==> config.mk <==
export PLATFORM = sky130hd
export DESIGN_NAME = gac5_fifo
export DESIGN_NICKNAME = d
export VERILOG_FILES = /design/src/hw/rtl/glow_alpha_convolution_5x5_top_assert.svh /design/src/hw/rtl/gac5_pkg.sv /design/src/hw/rtl/gac5_fifo.sv
export SDC_FILE = /design/constraint.sdc
export NUM_CORES = 1
export LEC_CHECK = 0
export BUFFER_PORTS_ARGS = -buffer_cell sky130_fd_sc_hd__buf_2
export CAP_MARGIN = 40
export CELL_PAD_IN_SITES_DETAIL_PLACEMENT = 1
export CELL_PAD_IN_SITES_GLOBAL_PLACEMENT = 2
export CORE_MARGIN = 8
export CORE_UTILIZATION = 40
export CTS_CLUSTER_DIAMETER = 30
export DETAILED_ROUTE_END_ITERATION = 7
export GPL_TIMING_DRIVEN = 0
export PLACE_DENSITY = 0.78
export SYNTH_ARGS = -nofsm -noshare
export SYNTH_HDL_FRONTEND = slang
export SYNTH_SLANG_ARGS = --single-unit
==> constraint.sdc <==
create_clock -name clk -period 2.15 [get_ports clk]
set_clock_uncertainty 0.1 [all_clocks]
set_input_delay 0.1075 -clock clk [delete_from_list [all_inputs] [get_ports clk]]
set_output_delay 0.1075 -clock clk [all_outputs]
set_load 0.005 [all_outputs]
==> src/hw/rtl/glow_alpha_convolution_5x5_top_assert.svh <==
// Assertion macros for the glow convolution block.
`ifndef GLOW_ALPHA_CONVOLUTION_5X5_TOP_ASSERT_SVH
`define GLOW_ALPHA_CONVOLUTION_5X5_TOP_ASSERT_SVH

// Same-cycle implication, checked on every clock edge outside reset.
`define GAC5_ASSERT_IMPLIES(lbl, ante, cons) \
  lbl: assert property (@(posedge clk) disable iff (rst) (ante) |-> (cons)) \
    else $error("assertion lbl failed");

// Next-cycle implication, checked on every clock edge outside reset.
`define GAC5_ASSERT_NEXT(lbl, ante, cons) \
  lbl: assert property (@(posedge clk) disable iff (rst) (ante) |=> (cons)) \
    else $error("assertion lbl failed");

`endif

==> src/hw/rtl/gac5_pkg.sv <==
// Shared types, constants and helpers of the glow convolution block.
`default_nettype none
package gac5_pkg;

  localparam int XW        = 12;  // column width inside the block
  localparam int YW        = 12;  // row width inside the block
  localparam int HW        = 13;  // effective height width
  localparam int SLOT_W    = 3;   // row-slot index, 0..4
  localparam int ROWS_KEPT = 5;
  localparam int KDIM      = 5;
  localparam int CFG_IDX_W = 2;
  localparam int CFG_DAT_W = 13;
  localparam int FW_W      = 12;
  localparam int FH_W      = 13;
  localparam int MAX_HEIGHT = 4096;

  localparam logic [CFG_IDX_W-1:0] REG_FRAME_WIDTH  = 2'd0;
  localparam logic [CFG_IDX_W-1:0] REG_FRAME_HEIGHT = 2'd1;

  // kernel in hundredths, [vertical offset + 2][horizontal offset + 2]
  localparam int unsigned KERNEL_H [KDIM][KDIM] = '{
    '{1, 12,  18, 12, 1},
    '{6, 44, 120, 44, 6},
    '{6, 54, 200, 54, 6},
    '{4, 24,  54, 24, 4},
    '{0,  2,   4,  2, 0}
  };

  typedef struct packed {
    logic [XW-1:0]     x0;
    logic [XW-1:0]     x1;
    logic [YW-1:0]     y0;
    logic [YW-1:0]     y1;
    logic [SLOT_W-1:0] y0_slot;
  } job_t;

  typedef struct packed {
    logic              en;
    logic [SLOT_W-1:0] slot;
    logic [XW-1:0]     col;
    logic [7:0]        data;
  } wr_t;

  typedef struct packed {
    logic busy;
    logic issue;
  } seq_stat_t;

  // rounded fixed-point coefficient
  function automatic int unsigned coef(input int r, input int c, input int frac);
    return ((KERNEL_H[r][c] << frac) + 50) / 100;
  endfunction

  // add two slot numbers modulo five, operands summing to less than ten
  function automatic logic [SLOT_W-1:0] slot_add(input logic [SLOT_W-1:0] a,
                                                 input logic [SLOT_W-1:0] b);
    logic [SLOT_W:0] s;
    s = {1'b0, a} + {1'b0, b};
    if (s >= 4'd5) s = s - 4'd5;
    return s[SLOT_W-1:0];
  endfunction

endpackage
`default_nettype wire

==> src/hw/rtl/gac5_fifo.sv <==
// Four-entry job queue between front and back end.
`default_nettype none
module gac5_fifo (
  input  wire logic           clk,
  input  wire logic           rst,
  input  wire logic           push,
  input  wire gac5_pkg::job_t push_data,
  input  wire logic           pop,
  output gac5_pkg::job_t      head,
  output logic                valid,
  output logic                full
);

  localparam int DEPTH = 4;
  localparam int PW = $clog2(DEPTH);

  gac5_pkg::job_t  entry [DEPTH];
  logic [PW-1:0]   wp, rp;
  logic [PW:0]     cnt;
  logic            do_pop;

  assign valid  = (cnt != '0);
  assign full   = (cnt == (PW+1)'(DEPTH));
  assign head   = entry[rp];
  assign do_pop = pop && valid;

  always_ff @(posedge clk) begin
    if (push) entry[wp] <= push_data;
  end

  always_ff @(posedge clk) begin
    if (rst) begin
      wp <= '0;
      rp <= '0;
      cnt <= '0;
    end else begin
      if (push) wp <= wp + 1'b1;
      if (do_pop) rp <= rp + 1'b1;
      cnt <= cnt + (PW+1)'(push) - (PW+1)'(do_pop);
    end
  end

endmodule
`default_nettype wire

==> results.md <==
- Gate power share: 14.3%
- TritonCTS buffer count: between 40 and 50
- Sequential share of the synthesized area: 79.9%
- Worst VDD drop: 657 uV
- Global-route wire length before repair: 24.9 mm
- Total Die Area: 0.0245 mm^2
- Ratio of final minimum period to clock period: 95.3%
- Pre-Repair DR Iteration Count: 4
- Syn Area/Cell: ~25 um^2
- Max_slew headroom: 43.7%
- Sw frac: 21.6%
- Vias in the first global route: 4477
- Cell Area, Placed: 0.00879 mm^2
- CTS root buf: clkbuf_16
- Worst Path Required: 1940 ps
- Finished Cell Area: roughly 0.011 mm^2
- Slew Viols, Final: 0
- Overall routing resource usage: 13.4%
- Flop-to-flop setup slack: 110 ps
- Worst slew pin tran: 845 ps
- Slowest CP cell: mux4_2
- Rows: between 50 and 60
- Starting Density: roughly 41%
- Largest net degree at the start of global routing: 52
- Gpl congestion: 0.695
- Ant diodes: 0
- Vias: roughly 3900
- Startpoint Class: flip-flop
- Port buffer count: 106
- Outcome: finished, final reports clean
- Yosys cell types: 23
- Overall die height: 156 um
- Buf+Inv Stages, Crit Path: 3
- Grt total ovfl: 0
- Peak Freq: 488 MHz
- Clock sink total: 213
- Slowest stage delay, CP: 530 ps
- Syn_nets: 375
- Setup WS post-layout: approximately 100 ps
- H-tree depth: 2
- Crit. End Element: output pin
- Initial DRC Count: 148
- Synthesis warning total: 0
- Critical Path AT: 1840 ps
- Max Root-Sink Buffers: 3
- CTS tree: done
- Clock Power Share: 49.8%
- Sequential Power Share: 35.9%
- Syn Inst Count: 313
- Placement Setup Slack: 112 ps
- Power per cell area: between 1000 and 1500 mW/mm^2
- Lkg Pwr: 3.83 nW
- Worst hold path type: primary input to flip-flop
- Max FO, Critical Path: 10
- Residual DRC: 0
- Post-DP HPWL: 9.11 mm
- Int Pwr: 10.7 mW
- Fill count: 1717
- Clk_lat worst skew: 490 ps
- CTS clk-pin slew, worst paths: roughly 50 ps
- Width of the die: 156 um
- CP delay by family, top: multiplexers
- I/O pin total: around 110
- Max_cap viols: 0
- Post-Syn Area: 0.00790 mm^2
- Final ANT Viol Nets: 0
- Final nets: between 500 and 600
- Final Hold Fails: 0
- #FFs+latches synth: around 210
- Routed WL: 16.0 mm
- Final setup viols: 0
- Tmin final: 2050 ps
- Kind of critical path: flip-flop to output pin
- Min Hold Slack: between 200 and 250 ps
- Initial antenna violation count: 0
- Share of layout cells above drive strength 1: 44.5%
- Via/cell ratio: roughly 4.7
- Crit-path cells: buf_6 > buf_12 > mux4_2 > buf_2
- Area delta synth->final: 37.4%
- Core area: between 0.015 and 0.02 mm^2
- Psw: 2.94 mW
- WL per Instance: 19.6 um
- Final Power: 13.6 mW
synthesized netlist by cell type:
cell type	instances	share of area [%]
nor2b_1	4	0.32
dfxtp_1	9	2.3
buf_12	5	1.3
and2_1	4	0.32
buf_6	1	0.14
inv_1	6	0.29
xor3_1	1	0.30
and3_1	1	0.079
fa_1	1	0.25
mux4_2	50	14
buf_1	1	0.047
xnor2_1	1	0.11
mux4_1	1	0.33
o31a_1	1	0.11
ha_1	6	0.95
buf_2	5	0.32
o311ai_0	1	0.11
clkbuf_1	1	0.047
edfxtp_1	204	78
or3_1	1	0.079
mux2_2	3	0.43
mux2i_1	1	0.13
nor2_1	5	0.24
worst register-to-register path, stage by stage (launching register included):
cell     delay [ps]
dfxtp_1         340
o31a_1          360
ha_1            300
inv_1            40
ha_1            180
fa_1            370
xor3_1          200
nor2_1           40
cell usage in the layout, fill, tap and decap left out, types with 6 or more instances in the layout:
cell type / synthesis / layout
inv_1: 6 / 6
clkbuf_1: 1 / 7
dfxtp_1: 9 / 9
buf_12: 5 / 6
mux4_2: 50 / 50
edfxtp_1: 204 / 204
clkbuf_16: 0 / 43
bufinv_16: 0 / 8
dlygate4sd3_1: 0 / 55
clkinvlp_4: 0 / 7
buf_2: 5 / 107
ha_1: 6 / 6
power by group through the flow:
stage          logic [mW]  clock network (mW)  registers, mW
2_1_floorplan        1.23                   0           4.93
3_3_place_gp         1.88                   0           4.94
3_5_place_dp         1.93                   0           4.95
4_1_cts              2.01                6.90           4.89
5_1_grt              2.15                7.09           4.90
6_report             1.95                6.77           4.88
cell families after synthesis:
family / after synthesis / synth area share, %
muxes: 55 / 15.2
xor gates and xnor gates: 2 / 0.412
AOI/OAI and AO/OA: 2 / 0.222
buffers and inverters: 19 / 2.11
and+or+nand+nor: 15 / 1.03
DFF: 213 / 79.9
adders and majority gates: 7 / 1.20
sequential cells by signal, indices dropped and copies added (netlist names), named ones only:
register  count
entry       204
cnt           3
rp            2
wp            2
worst paths after layout:
kind                 startpoint      endpoint  cells after the start
setup / recovery      flip-flop      head[41]                      4
hold / removal    push_data[35]  entry[2][35]                      2
setup reg to reg         cnt[1]        cnt[2]                      7
hold reg to reg           wp[1]         wp[1]                      2
repair_timing:
action	CTS	global route
endpoints found under the setup margin	50	1
gates resized for setup	4	0
hold endpoints to repair	211	0
setup buffers	0	1
hold buffers	55	0
stage by stage:
stage | setup TNS [ps] | cells | util (%)
6_report | 0 | 816 | 55.9
5_1_grt | -0.0770 | 816 | 55.9
4_1_cts | 0 | 815 | 55.9
3_5_place_dp | 0 | 685 | 45.3
3_3_place_gp | -21180 | 684 | 45.2
2_1_floorplan | 0 | 313 | -
cell type report:
| cell class | count | area, um^2 | area share [%] |
|---|---|---|---|
| inverters | 6 | 22.5 | 0.208 |
| repair buffers | 163 | 1110 | 10.2 |
| clock buffers | 53 | 1150 | 10.6 |
| plain buffers | 12 | 150 | 1.38 |
| clock inverters | 23 | 347 | 3.19 |
| well taps | 265 | 332 | 3.06 |
| flip-flops and latches | 213 | 6310 | 58.1 |
| multi-input cells | 81 | 1430 | 13.2 |
layer usage:
layer	vias to the layer above	track usage (%)	wire, um
li1	1750	-	-
met1	1966	15.8	6450
met2	107	22.8	8150
met3	35	4.50	1060
met4	0	3.89	315
met5	-	0	0
No activity file was read; power rests on OpenSTA's default activity.
